**config.mk**
```make
export PLATFORM = sky130hd
export DESIGN_NAME = tick_task_release_scheduler
export DESIGN_NICKNAME = d
export VERILOG_FILES = /design/src/rtl/core/ttrs_pkg.sv /design/src/rtl/core/ttrs_sequencer.sv /design/src/rtl/core/tick_task_release_scheduler.sv
export VERILOG_INCLUDE_DIRS = /design/src /design/src/rtl/core
export SDC_FILE = /design/constraint.sdc
export NUM_CORES = 1
export LEC_CHECK = 0
export ABC_CLOCK_PERIOD_IN_PS = 7300
export BUFFER_PORTS_ARGS = -buffer_cell sky130_fd_sc_hd__buf_2
export CORE_MARGIN = 2
export CORE_UTILIZATION = 40
export DETAILED_ROUTE_END_ITERATION = 10
export GPL_TIMING_DRIVEN = 0
export PLACE_DENSITY = 0.53
export SYNTH_ARGS = -nofsm -noshare
export SYNTH_HDL_FRONTEND = slang
export SYNTH_SLANG_ARGS = --single-unit
export TNS_END_PERCENT = 20
```
**constraint.sdc**
```tcl
create_clock -name clk_i -period 7.3 [get_ports clk_i]
set_clock_uncertainty 0.15 [all_clocks]
set_input_delay 0.73 -clock clk_i [delete_from_list [all_inputs] [get_ports clk_i]]
set_output_delay 0.73 -clock clk_i [all_outputs]
set_load 0.03 [all_outputs]
```
**src/rtl/core/tick_task_release_scheduler_defines.svh**
```systemverilog
// Assertion macros for the tick task release scheduler.
`ifndef TICK_TASK_RELEASE_SCHEDULER_DEFINES_SVH
`define TICK_TASK_RELEASE_SCHEDULER_DEFINES_SVH

`ifndef SYNTHESIS
// Checked after reset has been released.
`define TTRS_ASSERT(lbl, clk, rstn, prop, msg) \
  lbl: assert property (@(posedge clk) disable iff (!rstn) prop) else $error(msg);
// Checked at every edge, also while reset is applied.
`define TTRS_ASSERT_ALWAYS(lbl, clk, prop, msg) \
  lbl: assert property (@(posedge clk) prop) else $error(msg);
`else
`define TTRS_ASSERT(lbl, clk, rstn, prop, msg)
`define TTRS_ASSERT_ALWAYS(lbl, clk, prop, msg)
`endif

`endif

```
**src/rtl/core/ttrs_pkg.sv**
```systemverilog
// Shared types, constants and microcode table of the tick task release scheduler.
package ttrs_pkg;

  localparam int STEP_W    = 3;
  localparam int IDX_OUT_W = 3;
  localparam int DATA_W    = 16;
  localparam int LEVEL_W   = 4;
  localparam int RUN_CAP   = 8;
  localparam int CAP_W     = 3;

  localparam logic [STEP_W-1:0] STEP_IDLE     = 3'd0;
  localparam logic [STEP_W-1:0] STEP_DISPATCH = 3'd1;
  localparam logic [STEP_W-1:0] STEP_ADD      = 3'd2;
  localparam logic [STEP_W-1:0] STEP_UPDATE   = 3'd3;
  localparam logic [STEP_W-1:0] STEP_RELEASE  = 3'd4;

  typedef enum logic [2:0] {
    ACT_NONE,
    ACT_ACCEPT,
    ACT_ADD,
    ACT_UPDATE,
    ACT_RELEASE
  } act_e;

  typedef enum logic [1:0] {
    COND_IN_VALID,
    COND_CMD_ADD,
    COND_PTR_LAST,
    COND_DONE
  } cond_e;

  typedef struct packed {
    act_e              act;
    cond_e             cond;
    logic [STEP_W-1:0] jump_true;
    logic [STEP_W-1:0] jump_false;
  } uword_t;

  typedef struct packed {
    logic in_valid;
    logic cmd_add;
    logic ptr_last;
    logic done;
  } flags_t;

  // One control word per step: action, branch condition and both targets.
  function automatic uword_t ucode_rom(input logic [STEP_W-1:0] step);
    uword_t w;
    case (step)
      STEP_IDLE:     w = '{act: ACT_ACCEPT, cond: COND_IN_VALID,
                           jump_true: STEP_DISPATCH, jump_false: STEP_IDLE};
      STEP_DISPATCH: w = '{act: ACT_NONE, cond: COND_CMD_ADD,
                           jump_true: STEP_ADD, jump_false: STEP_UPDATE};
      STEP_ADD:      w = '{act: ACT_ADD, cond: COND_DONE,
                           jump_true: STEP_IDLE, jump_false: STEP_ADD};
      STEP_UPDATE:   w = '{act: ACT_UPDATE, cond: COND_PTR_LAST,
                           jump_true: STEP_RELEASE, jump_false: STEP_UPDATE};
      STEP_RELEASE:  w = '{act: ACT_RELEASE, cond: COND_DONE,
                           jump_true: STEP_IDLE, jump_false: STEP_RELEASE};
      default:       w = '{act: ACT_NONE, cond: COND_IN_VALID,
                           jump_true: STEP_IDLE, jump_false: STEP_IDLE};
    endcase
    return w;
  endfunction

endpackage

```
**src/rtl/core/ttrs_sequencer.sv**
```systemverilog
// Step counter and microcode table lookup with conditional branching.
module ttrs_sequencer (
  input  logic            clk_i,
  input  logic            rst_ni,
  input  ttrs_pkg::flags_t flags_i,
  output ttrs_pkg::uword_t uword_o
);

  logic [ttrs_pkg::STEP_W-1:0] step_q, step_d;
  logic                        taken;

  assign uword_o = ttrs_pkg::ucode_rom(step_q);

  always_comb begin
    case (uword_o.cond)
      ttrs_pkg::COND_IN_VALID: taken = flags_i.in_valid;
      ttrs_pkg::COND_CMD_ADD:  taken = flags_i.cmd_add;
      ttrs_pkg::COND_PTR_LAST: taken = flags_i.ptr_last;
      ttrs_pkg::COND_DONE:     taken = flags_i.done;
      default:                 taken = 1'b0;
    endcase
    step_d = taken ? uword_o.jump_true : uword_o.jump_false;
  end

  always_ff @(posedge clk_i or negedge rst_ni) begin
    if (!rst_ni) begin
      step_q <= ttrs_pkg::STEP_IDLE;
    end else begin
      step_q <= step_d;
    end
  end

endmodule

```
**src/rtl/core/tick_task_release_scheduler.sv**
```systemverilog
// Top level of the tick task release scheduler: microcoded slot walker and output register.
// Add request: accept, then dispatch, then a walk over the slots to a free slot.
// Tick request: accept, dispatch, a countdown update of every slot (one slot per cycle), then
// a release scan over the slots; each slot visit repeats the same step of the sequencer.
// One request is in work at a time; the last result may wait in the output register while
// the next request is taken. Reset clears valid and pending bits and empties the output.
`include "tick_task_release_scheduler_defines.svh"

module tick_task_release_scheduler #(
  parameter int TASK_SLOTS = 8
) (
  input  logic        clk_i,
  input  logic        rst_ni,
  input  logic        in_valid_i,
  output logic        in_ready_o,
  input  logic        command_i,
  input  logic [15:0] start_delay_i,
  input  logic [15:0] task_period_i,
  input  logic [3:0]  running_level_i,
  output logic        out_valid_o,
  input  logic        out_ready_i,
  output logic [2:0]  task_index_o,
  output logic        table_full_o,
  output logic        last_of_run_o
);

  localparam int IDX_W = (TASK_SLOTS > 1) ? $clog2(TASK_SLOTS) : 1;
  localparam int CMP_W = (IDX_W > ttrs_pkg::LEVEL_W) ? IDX_W : ttrs_pkg::LEVEL_W;

  // Control word of the current step and the flags that steer its branch.
  ttrs_pkg::uword_t uword;
  ttrs_pkg::flags_t flags;

  // Captured request.
  logic                          cmd_q;
  logic [ttrs_pkg::DATA_W-1:0]   delay_q;
  logic [ttrs_pkg::DATA_W-1:0]   period_q;
  logic [ttrs_pkg::LEVEL_W-1:0]  level_q;
  logic                          in_accept;

  // Slot table. Countdown and period are only read for valid slots.
  logic [TASK_SLOTS-1:0]         valid_q, valid_d;
  logic [TASK_SLOTS-1:0]         pend_q, pend_d;
  logic [ttrs_pkg::DATA_W-1:0]   cd_q  [TASK_SLOTS];
  logic [ttrs_pkg::DATA_W-1:0]   per_q [TASK_SLOTS];
  logic [ttrs_pkg::DATA_W-1:0]   cd_rd, per_rd, cd_wdata;
  logic                          cd_we, per_we;

  // Walk pointer and count of releases in this tick.
  logic [IDX_W-1:0]              ptr_q, ptr_d;
  logic [ttrs_pkg::CAP_W-1:0]    n_q, n_d;
  logic                          ptr_last;
  logic                          out_free;
  logic                          step_done;

  // Eligible slots for release and those above the pointer.
  logic [TASK_SLOTS-1:0]         elig;
  logic [TASK_SLOTS-1:0]         elig_above;
  logic                          none_above;

  // Output register.
  logic                          out_valid_q, out_valid_d;
  logic [ttrs_pkg::IDX_OUT_W-1:0] out_idx_q, out_idx_d;
  logic                          out_full_q, out_full_d;
  logic                          out_last_q, out_last_d;

  ttrs_sequencer u_seq (
    .clk_i   (clk_i),
    .rst_ni  (rst_ni),
    .flags_i (flags),
    .uword_o (uword)
  );

  // A request is taken only in the idle step of the program.
  assign in_ready_o = (uword.act == ttrs_pkg::ACT_ACCEPT);
  assign in_accept  = in_valid_i && in_ready_o;

  assign ptr_last = (ptr_q == IDX_W'(TASK_SLOTS - 1));
  assign out_free = !out_valid_q || out_ready_i;
  assign cd_rd    = cd_q[ptr_q];
  assign per_rd   = per_q[ptr_q];

  assign flags.in_valid = in_valid_i;
  assign flags.cmd_add  = cmd_q;
  assign flags.ptr_last = ptr_last;
  assign flags.done     = step_done;

  // A slot may be released when it is valid, pending and below the running level.
  // Levels beyond the table simply admit every slot.
  always_comb begin
    for (int i = 0; i < TASK_SLOTS; i++) begin
      elig[i]       = valid_q[i] && pend_q[i] && (CMP_W'(i) < CMP_W'(level_q));
      elig_above[i] = elig[i] && (IDX_W'(i) > ptr_q);
    end
  end
  assign none_above = ~|elig_above;

  always_comb begin
    valid_d     = valid_q;
    pend_d      = pend_q;
    ptr_d       = ptr_q;
    n_d         = n_q;
    cd_we       = 1'b0;
    per_we      = 1'b0;
    cd_wdata    = cd_rd;
    step_done   = 1'b0;
    out_valid_d = out_valid_q && !out_ready_i;
    out_idx_d   = out_idx_q;
    out_full_d  = out_full_q;
    out_last_d  = out_last_q;
    case (uword.act)
      ttrs_pkg::ACT_ACCEPT: begin
        ptr_d = '0;
        n_d   = '0;
      end
      ttrs_pkg::ACT_ADD: begin
        if (out_free) begin
          if (!valid_q[ptr_q]) begin
            valid_d[ptr_q] = 1'b1;
            pend_d[ptr_q]  = 1'b0;
            cd_we          = 1'b1;
            cd_wdata       = delay_q;
            per_we         = 1'b1;
            out_valid_d    = 1'b1;
            out_idx_d      = ttrs_pkg::IDX_OUT_W'(ptr_q);
            out_full_d     = 1'b0;
            out_last_d     = 1'b1;
            step_done      = 1'b1;
          end else if (ptr_last) begin
            out_valid_d = 1'b1;
            out_idx_d   = '0;
            out_full_d  = 1'b1;
            out_last_d  = 1'b1;
            step_done   = 1'b1;
          end else begin
            ptr_d = ptr_q + IDX_W'(1);
          end
        end
      end
      ttrs_pkg::ACT_UPDATE: begin
        if (valid_q[ptr_q]) begin
          cd_we = 1'b1;
          if (cd_rd != '0) begin
            cd_wdata = cd_rd - ttrs_pkg::DATA_W'(1);
          end else begin
            pend_d[ptr_q] = 1'b1;
            // A one-shot task reloads zero and so stays due every tick.
            cd_wdata = (per_rd != '0) ? (per_rd - ttrs_pkg::DATA_W'(1)) : '0;
          end
        end
        ptr_d = ptr_last ? '0 : (ptr_q + IDX_W'(1));
      end
      ttrs_pkg::ACT_RELEASE: begin
        if (elig[ptr_q]) begin
          if (out_free) begin
            pend_d[ptr_q] = 1'b0;
            if (per_rd == '0) begin
              valid_d[ptr_q] = 1'b0;
            end
            out_valid_d = 1'b1;
            out_idx_d   = ttrs_pkg::IDX_OUT_W'(ptr_q);
            out_full_d  = 1'b0;
            // The run ends at the release cap or when nothing eligible remains above.
            out_last_d  = none_above || (n_q == ttrs_pkg::CAP_W'(ttrs_pkg::RUN_CAP - 1));
            n_d         = n_q + ttrs_pkg::CAP_W'(1);
            step_done   = out_last_d;
            if (!out_last_d) begin
              ptr_d = ptr_q + IDX_W'(1);
            end
          end
        end else if (ptr_last) begin
          step_done = 1'b1;
        end else begin
          ptr_d = ptr_q + IDX_W'(1);
        end
      end
      default: begin
      end
    endcase
  end

  always_ff @(posedge clk_i or negedge rst_ni) begin
    if (!rst_ni) begin
      valid_q     <= '0;
      pend_q      <= '0;
      ptr_q       <= '0;
      n_q         <= '0;
      out_valid_q <= 1'b0;
    end else begin
      valid_q     <= valid_d;
      pend_q      <= pend_d;
      ptr_q       <= ptr_d;
      n_q         <= n_d;
      out_valid_q <= out_valid_d;
    end
  end

  always_ff @(posedge clk_i) begin
    if (in_accept) begin
      cmd_q    <= command_i;
      delay_q  <= start_delay_i;
      period_q <= task_period_i;
      level_q  <= running_level_i;
    end
    if (cd_we) begin
      cd_q[ptr_q] <= cd_wdata;
    end
    if (per_we) begin
      per_q[ptr_q] <= period_q;
    end
    out_idx_q  <= out_idx_d;
    out_full_q <= out_full_d;
    out_last_q <= out_last_d;
  end

  assign out_valid_o   = out_valid_q;
  assign task_index_o  = out_idx_q;
  assign table_full_o  = out_full_q;
  assign last_of_run_o = out_last_q;

  // A full-table answer is always the single, final result of its add, at slot zero.
  `TTRS_ASSERT(a_full_is_last, clk_i, rst_ni, out_valid_o && table_full_o |-> last_of_run_o && (task_index_o == '0), "table full result must be last and at slot zero")
  // Only occupied slots can be pending.
  `TTRS_ASSERT_ALWAYS(a_pend_needs_valid, clk_i, (pend_q & ~valid_q) == '0, "pending bit set on a free slot")

endmodule
```
**Word level (Yosys, flattened, before mapping)**

Memories as Yosys holds them, arrays and structs flattened.
Index checks and enable logic that the tools add are counted.

- Flip-flop bits (word level): 68
- RAM bits: 256
- Output and inout port bits: 7
- Memories kept: 2

- $add $sub $neg: 4
- Magnitude comparators: 18
- Equal/unequal tests: 24
- Multiplexer cells: 77
- Bitwise gates (word level): 5
- Reduce and logical (&&, ||, !) cells: 47

Memories:

| memory | depth | width | rd ports | clocked after Yosys merged registers in | write ports | line | RTL |
|---|---|---|---|---|---|---|---|
| cd_q | 8 | 16 | 1 | 0 | 1 | tick_task_release_scheduler.sv:44 | `logic [ttrs_pkg::DATA_W-1:0] cd_q [TASK_SLOTS];` |
| per_q | 8 | 16 | 1 | 0 | 1 | tick_task_release_scheduler.sv:45 | `logic [ttrs_pkg::DATA_W-1:0] per_q [TASK_SLOTS];` |

Operators with widths:

| cell | number |
|---|---|
| 8-bit 2-to-1 mux | 11 |
| 16-bit 2-to-1 mux | 5 |
| 11-bit one-hot mux with 5 select lines | 1 |
| 3-bit 2-to-1 mux | 15 |
| 16-bit one-hot mux with 2 select lines | 1 |
| 16-bit nonzero test | 2 |
| 16-bit by 1-bit subtractor with 16-bit output (second input constant) | 2 |
| 1-bit 2-to-1 mux | 30 |
| 1-bit logical AND | 27 |
| 8-bit one-hot mux with 3 select lines | 1 |
| 8-bit AND | 2 |
| 16-bit logical NOT | 1 |
| 3-bit by 4-bit less-than comparator with 1-bit output (first input constant) | 4 |
| 2-bit != test (second input constant) | 8 |
| 8-bit OR | 2 |
| 8-bit one-hot mux with 2 select lines | 1 |
| 3-bit by 2-bit == test with 1-bit output (second input constant) | 4 |
| 3-bit == test (second input constant) | 4 |
| 3-bit > comparator (first input constant) | 4 |
| 3-bit one-hot mux with 2 select lines | 2 |
| 3-bit one-hot mux with 4 select lines | 1 |
| 1-bit one-hot mux with 2 select lines | 5 |
| 5-bit AND reduction | 2 |
| 3-bit != test (second input constant) | 3 |
| 25 further kinds | 37 |

**Depth between registers and ports, before layout**

- Depth in word-level cells: 11
- Mapped depth: 17

**By module**

A second synthesis with hierarchy kept.

- Cells, all modules: 978
- Area total of the unflattened synthesis: 14348.8 um^2

By module, submodules not included:

| module | times used | cells an instance | area an instance (um^2) | sequential area each (um^2) |
|---|---|---|---|---|
| tick_task_release_scheduler | 1 | 947 | 14089.8 | 9524.1 |
| ttrs_sequencer | 1 | 31 | 259.0 | 75.1 |

**Worst setup path after synthesis**

OpenSTA, ideal clock, no wires.

- Kind: flip-flop to flip-flop
- Start point: register ptr_q[2]
- End point: memory cd_q[0][1] (netlist bit) (data pin)
- Library setup time: 0.284 ns
- Arrival time: 3.850 ns
- Slack: 3.016 ns
- Cell stages (with the launch flop): 18
- Period minus slack after synthesis: 4.284 ns
- Cell sequence: dfrtp_1 > buf_2 > buf_4 > buf_2 > buf_2 > buf_2 > mux2i_1 > o22ai_1 > nor3_1 > ha_1 > inv_1 > a2111oi_0 > and4_1 > clkbuf_1 > nand2_1 > buf_2 > a22o_1 > a221o_1

- Cells in the longest elaborated chain, start to end: 6
- Elaborated cells on any way between the ends: 14
- Classes of those cells: add/sub: 2; mux: 8; reduce/logical: 2; memory: 2

RTL lines:

| item | line | RTL |
|---|---|---|
| start: declaration | tick_task_release_scheduler.sv:50 | `logic [IDX_W-1:0] ptr_q, ptr_d;` |
| start signal: assignment | tick_task_release_scheduler.sv:192 | `ptr_q <= ptr_d;` |
| memory read 8 x 16 bit | -- |  |
| 16-bit by 1-bit subtractor with 16-bit output or 16-bit nonzero test (tied branches) | tick_task_release_scheduler.sv:148 | `cd_wdata = (per_rd != '0) ? (per_rd - ttrs_pkg::DATA_W'(1)) : '0;` |
| 16-bit 2-to-1 mux | tick_task_release_scheduler.sv:148 |  |
| 16-bit 2-to-1 mux | tick_task_release_scheduler.sv:143 | `if (cd_rd != '0) begin` |
| 16-bit 2-to-1 mux | tick_task_release_scheduler.sv:141 | `if (valid_q[ptr_q]) begin` |
| 16-bit one-hot mux with 2 select lines * | tick_task_release_scheduler.sv:111 | `case (uword.act)` |
| net cd_wdata (one bit) | tick_task_release_scheduler.sv:46 | `logic [ttrs_pkg::DATA_W-1:0] cd_rd, per_rd, cd_wdata;` |
| end: declaration | tick_task_release_scheduler.sv:44 |  |

The timed path passes the listed nets; every way through them passes the cells marked *. The select of a mux whose other input is x is not followed.

**Worst setup path after layout**

- Start point: register ptr_q[2]
- End point: memory cd_q[1][15] (netlist bit) (data pin)

The elaborated chain is that of the path after synthesis.

==> results <==
- The number of synthesized flops with an enable pin is about 300.
- The total power after layout is 6830 uW.
- Setup violations remaining at the end of the flow were counted as 0.
- For this run, the register share of the synthesized area comes to 0.657.
- The least setup slack across all paths after layout is 1.29 ns.
- Timing analysis after detailed placement gives a worst setup slack of between 1 and 1.5 ns.
- The number of global-route vias before repair was 9,142.
- By startpoint and endpoint, the worst setup path is classified as flop to flop.
- The half-perimeter wire length after detailed placement is 28,600 um.
- The launching element type of the critical path is a flop.
- The number of buffers inserted by hold repair at cts is 0.
- Entering global routing, the biggest net connects 34 pins.
- The total core area is 35,700 um2.
- The number of pins exceeding their max-slew limit in the final report is 0.
- The maximum clock path buffer count is 3.
- The CTS buffer count is 37.
- The number of routed nets with antenna violations is 0.
- The synthesis-stage register bit count is around 320.
- The count of cell types in the netlist is 87.
- The total clock sinks is 324.
- The number of maximum-capacitance constraint violations is 0.
- Before antenna repair, the detailed router went through 5 iterations.
- The via density per instance is 5.92.
- The number of standard cells after synthesis is around 950.
- Traced cell by cell, the critical path runs through buf_2 > buf_4 > buf_2 > buf_2 > buf_2 > mux2i_1 > o22ai_1 > nor3_1 > ha_1 > inv_1 > a2111oi_0 > nand4_1 > a311oi_1 > buf_2 > nand3b_1 > a41oi_1.
- The number of levels the H-tree was split into is 2.
- The number of antenna violations at the first check in global routing is 0.
- The CTS tree is built.
- After clock tree synthesis, the repair step resized 0 gates.
- 48 I/O pins were placed.
- The class of the most critical hold timing path is input port to async pin.
- CTS placed an instance of sky130_fd_sc_hd__clkbuf_16 at the clock tree root.
- The headroom to the max-slew limit is 0.197.
- The die covers around 38,000 um2.
- The run finished with clean final reports.
- The final number of hold-violating endpoints came to 0.
- The routed length on met1 is roughly 18,000 um.
- Averaged over all synthesized cells, the footprint is 15.3 um2.
- The transition time at the pin with the least slew margin is approximately 1.2 ns.
- The cell type with the highest occurrence count on the critical path is sky130_fd_sc_hd__buf_2.
- The total global routing track utilization is 0.216.
- The analysis attributes to cell leakage a power of 0.00568 uW.
- The largest total area in the synthesized netlist belongs to sky130_fd_sc_hd__edfxtp_1.
- The kind of end point of the critical path is a flop.
- In this run the worst path has a maximum fanout of 10.
- The die extent in x is around 200 um.
- The largest individual stage delay along the critical path comes from the cell sky130_fd_sc_hd__a41oi_1.
- The starting density of the core is 0.409.
- Routability-driven placement finished with a final weighted congestion of 0.901.
- The count of buffers added by post-CTS timing repair for setup is 0.
- The fill cell instance count of the final layout is 3,099.
- The share of layout cells above drive strength 1 is 0.238.
- The most common cell in the synthesized netlist is sky130_fd_sc_hd__edfxtp_1.
- The Yosys step of the flow raised 0 warnings.
- The clock-pin transition on the worst setup and hold timing paths is about 0.060 ns.
- Dividing the detail-routed wire length by the instance count gives 26.2 um.
- The maximum operating frequency is 0.166 GHz.
- The cell type group with the largest total delay on the critical path is buffers and inverters.
- The shortest period the worst path allows is around 6.0 ns.
- The share of the synthesized area in the top cell type is 0.613.
- Setup repair after global routing left no endpoint under its margin.
- In this run, the number of DRC markers left after iteration 0 of detailed routing was 948.
- The area growth from synthesis to final layout is 17.1%.
- The flip-flop cell with the highest count after synthesis is sky130_fd_sc_hd__edfxtp_1.
- Of the available clock period, the critical path in the final layout requires 0.824.
- Counting every net in the synthesized netlist gives 1,004.
- For this run, design rule violations remaining after detail routing come to 0.
- The clock latency on the worst-skew pair is 0.54 ns.
- Data on the critical path arrives at its endpoint at around 6.1 ns.
- The number of rows in the core area is 69.
- Ranked by instance count, the synthesized netlist is headed by 298 x sky130_fd_sc_hd__edfxtp_1, 60 x sky130_fd_sc_hd__nand2_1, 44 x sky130_fd_sc_hd__mux4_2, 40 x sky130_fd_sc_hd__nor2_1, 33 x sky130_fd_sc_hd__mux2i_1.
- The first global-routing pass estimated 60,600 um of wire.
- The worst voltage drop across the vdd grid is 0.201 mV.
- The cell area after synthesis is 14,600 um2.
- The sum of buffers and inverters on the critical path is 7.
- The total global routing overflow is 0.
- The summed negative setup slack over all endpoints is 0 ns.
- Ranked by total cell area, the synthesized netlist is headed by sky130_fd_sc_hd__edfxtp_1 61%, sky130_fd_sc_hd__mux4_2 6.8%, sky130_fd_sc_hd__dfrtp_1 4.5%.
- After detailed routing, no signal wire sits above met4.
- For this run, the slowest stage of the critical path takes ~0.59 ns.
- The total length of routed met3 wires is 2370 um.
- The die is 195 um tall.
- STA puts the critical path data required time at 7.38 ns.
- The antenna cell count is 0.
- In the final design database the tool counted 1,109 nets.
- The overall via count from detail_route is 9,165.
- Summed over all nets, wire length on met2 after detailed routing comes to 19,600 um.
- For this design the ratio of total power to cell area is 399 nW/um2.
- Input and output buffers added on the ports amount to 47.
- In the synthesized netlist the async set-or-reset flop fraction comes to 0.0802.
- The routed wire length is 40,600 um.
[stage by stage]
stage	hold WS, ns	cell area, um2	instances	utilization
final	0.0774	17100	1547	0.479
after global routing	0.123	17100	1547	0.479
after CTS	0.0754	17100	1547	0.479
after detailed placement	0.329	15800	1479	0.443
after global placement	0.324	15400	1460	0.431
after floorplan	0.284	14600	952	-
[sequential cells by signal, indices dropped and copies added, names as in the netlist, named ones only]
name,flops
u_seq.step_q,3
out_valid_o,1
task_index_o,3
cd_q,128
last_of_run_o,1
level_q,4
per_q,128
ptr_q,3
delay_q,16
cmd_q,1
table_full_o,1
n_q,3
period_q,16
[power breakdown]
part	leakage, uW	switching, uW	internal, uW
clock network	0.000632	743	1170
registers	0.00304	92.6	2490
logic	0.00201	1550	788
[cell usage in the layout (no fill, tap or decap), types with 8 or more instances in the layout]
| cell type | instances |
|---|---|
| sky130_fd_sc_hd__edfxtp_1 | 298 |
| sky130_fd_sc_hd__buf_2 | 63 |
| sky130_fd_sc_hd__nand2_1 | 60 |
| sky130_fd_sc_hd__mux4_2 | 44 |
| sky130_fd_sc_hd__clkbuf_16 | 37 |
| sky130_fd_sc_hd__mux2i_1 | 33 |
| sky130_fd_sc_hd__clkbuf_1 | 28 |
| sky130_fd_sc_hd__mux2_2 | 27 |
| sky130_fd_sc_hd__nor2_1 | 26 |
| sky130_fd_sc_hd__dfrtp_1 | 26 |
| sky130_fd_sc_hd__a21oi_1 | 19 |
| sky130_fd_sc_hd__nand3_1 | 17 |
| sky130_fd_sc_hd__o21ai_0 | 16 |
| sky130_fd_sc_hd__nand2b_1 | 15 |
| sky130_fd_sc_hd__nor2_2 | 14 |
| sky130_fd_sc_hd__inv_1 | 13 |
| sky130_fd_sc_hd__nor2b_1 | 13 |
| sky130_fd_sc_hd__and2_1 | 13 |
| sky130_fd_sc_hd__nor3_1 | 12 |
| sky130_fd_sc_hd__a22oi_1 | 12 |
| sky130_fd_sc_hd__a211oi_1 | 12 |
| sky130_fd_sc_hd__a221oi_1 | 12 |
| sky130_fd_sc_hd__o31ai_1 | 11 |
| sky130_fd_sc_hd__ha_1 | 11 |
| sky130_fd_sc_hd__o21ai_1 | 10 |
| sky130_fd_sc_hd__a22o_1 | 9 |
| sky130_fd_sc_hd__o221ai_1 | 9 |
| sky130_fd_sc_hd__buf_8 | 8 |
| sky130_fd_sc_hd__nand4_1 | 8 |
| sky130_fd_sc_hd__xnor2_1 | 8 |
| sky130_fd_sc_hd__a31oi_1 | 8 |
| sky130_fd_sc_hd__clkinv_2 | 8 |
| sky130_fd_sc_hd__buf_16 | 8 |
[worst reg2reg max path, stage by stage, from the launching register on]
cell,delay (ns)
sky130_fd_sc_hd__dfrtp_1,0.34
sky130_fd_sc_hd__buf_2,0.21
sky130_fd_sc_hd__buf_4,0.26
sky130_fd_sc_hd__buf_2,0.33
sky130_fd_sc_hd__buf_2,0.43
sky130_fd_sc_hd__buf_2,0.39
sky130_fd_sc_hd__mux2i_1,0.24
sky130_fd_sc_hd__o22ai_1,0.12
sky130_fd_sc_hd__nor3_1,0.48
sky130_fd_sc_hd__ha_1,0.27
sky130_fd_sc_hd__inv_1,0.05
sky130_fd_sc_hd__a2111oi_0,0.48
sky130_fd_sc_hd__nand4_1,0.33
sky130_fd_sc_hd__a311oi_1,0.50
sky130_fd_sc_hd__buf_2,0.37
sky130_fd_sc_hd__nand3b_1,0.20
sky130_fd_sc_hd__a41oi_1,0.59
[per-layer routing]
| metal | track usage | vias to the layer above |
|---|---|---|
| met4 | 0.0520 | 0 |
| met2 | 0.356 | 312 |
| met1 | 0.305 | 4724 |
| li1 | - | 4077 |
| met3 | 0.0295 | 52 |
| met5 | 0 | - |
[final timing paths]
check                      cells after the start                  from                    end  slack (ns)
setup / recovery                              16  ptr_q[2]$_DFFE_PN0P_  cd_q[1][15]$_DFFE_PP_        1.29
hold / removal                                 1                rst_ni              async pin        0.08
setup reg to reg                              16  ptr_q[2]$_DFFE_PN0P_  cd_q[1][15]$_DFFE_PP_        1.29
hold reg to reg                                1                  flop                   flop        0.34
max in group asynchronous                      1                rst_ni              async pin        6.49
min in group clk_i                             1    running_level_i[0]   level_q[0]$_DFFE_PP_        0.22
[final cells by class]
type | instances | area, um2 | area share
Buffer | 56 | 314 | 0.0184
Inverter | 16 | 60.1 | 0.00351
Clock inverter | 23 | 268 | 0.0156
Timing Repair Buffer | 66 | 607 | 0.0355
Multi-Input combinational cell | 556 | 4680 | 0.273
Sequential cell | 324 | 9600 | 0.561
Clock buffer | 45 | 1010 | 0.0588
Tap cell | 461 | 577 | 0.0337
[logic make-up after synthesis]
family / count (synthesis) / synth area share
DFF: 324 / 0.657
muxes: 109 / 0.116
and+or+nand+nor: 231 / 0.0844
AOI/OAI and AO/OA: 194 / 0.101
buffers and inverters: 72 / 0.0256
adders and majority gates: 11 / 0.00942
xor gates and xnor gates: 11 / 0.00660
(Power assumes the default switching activity.)
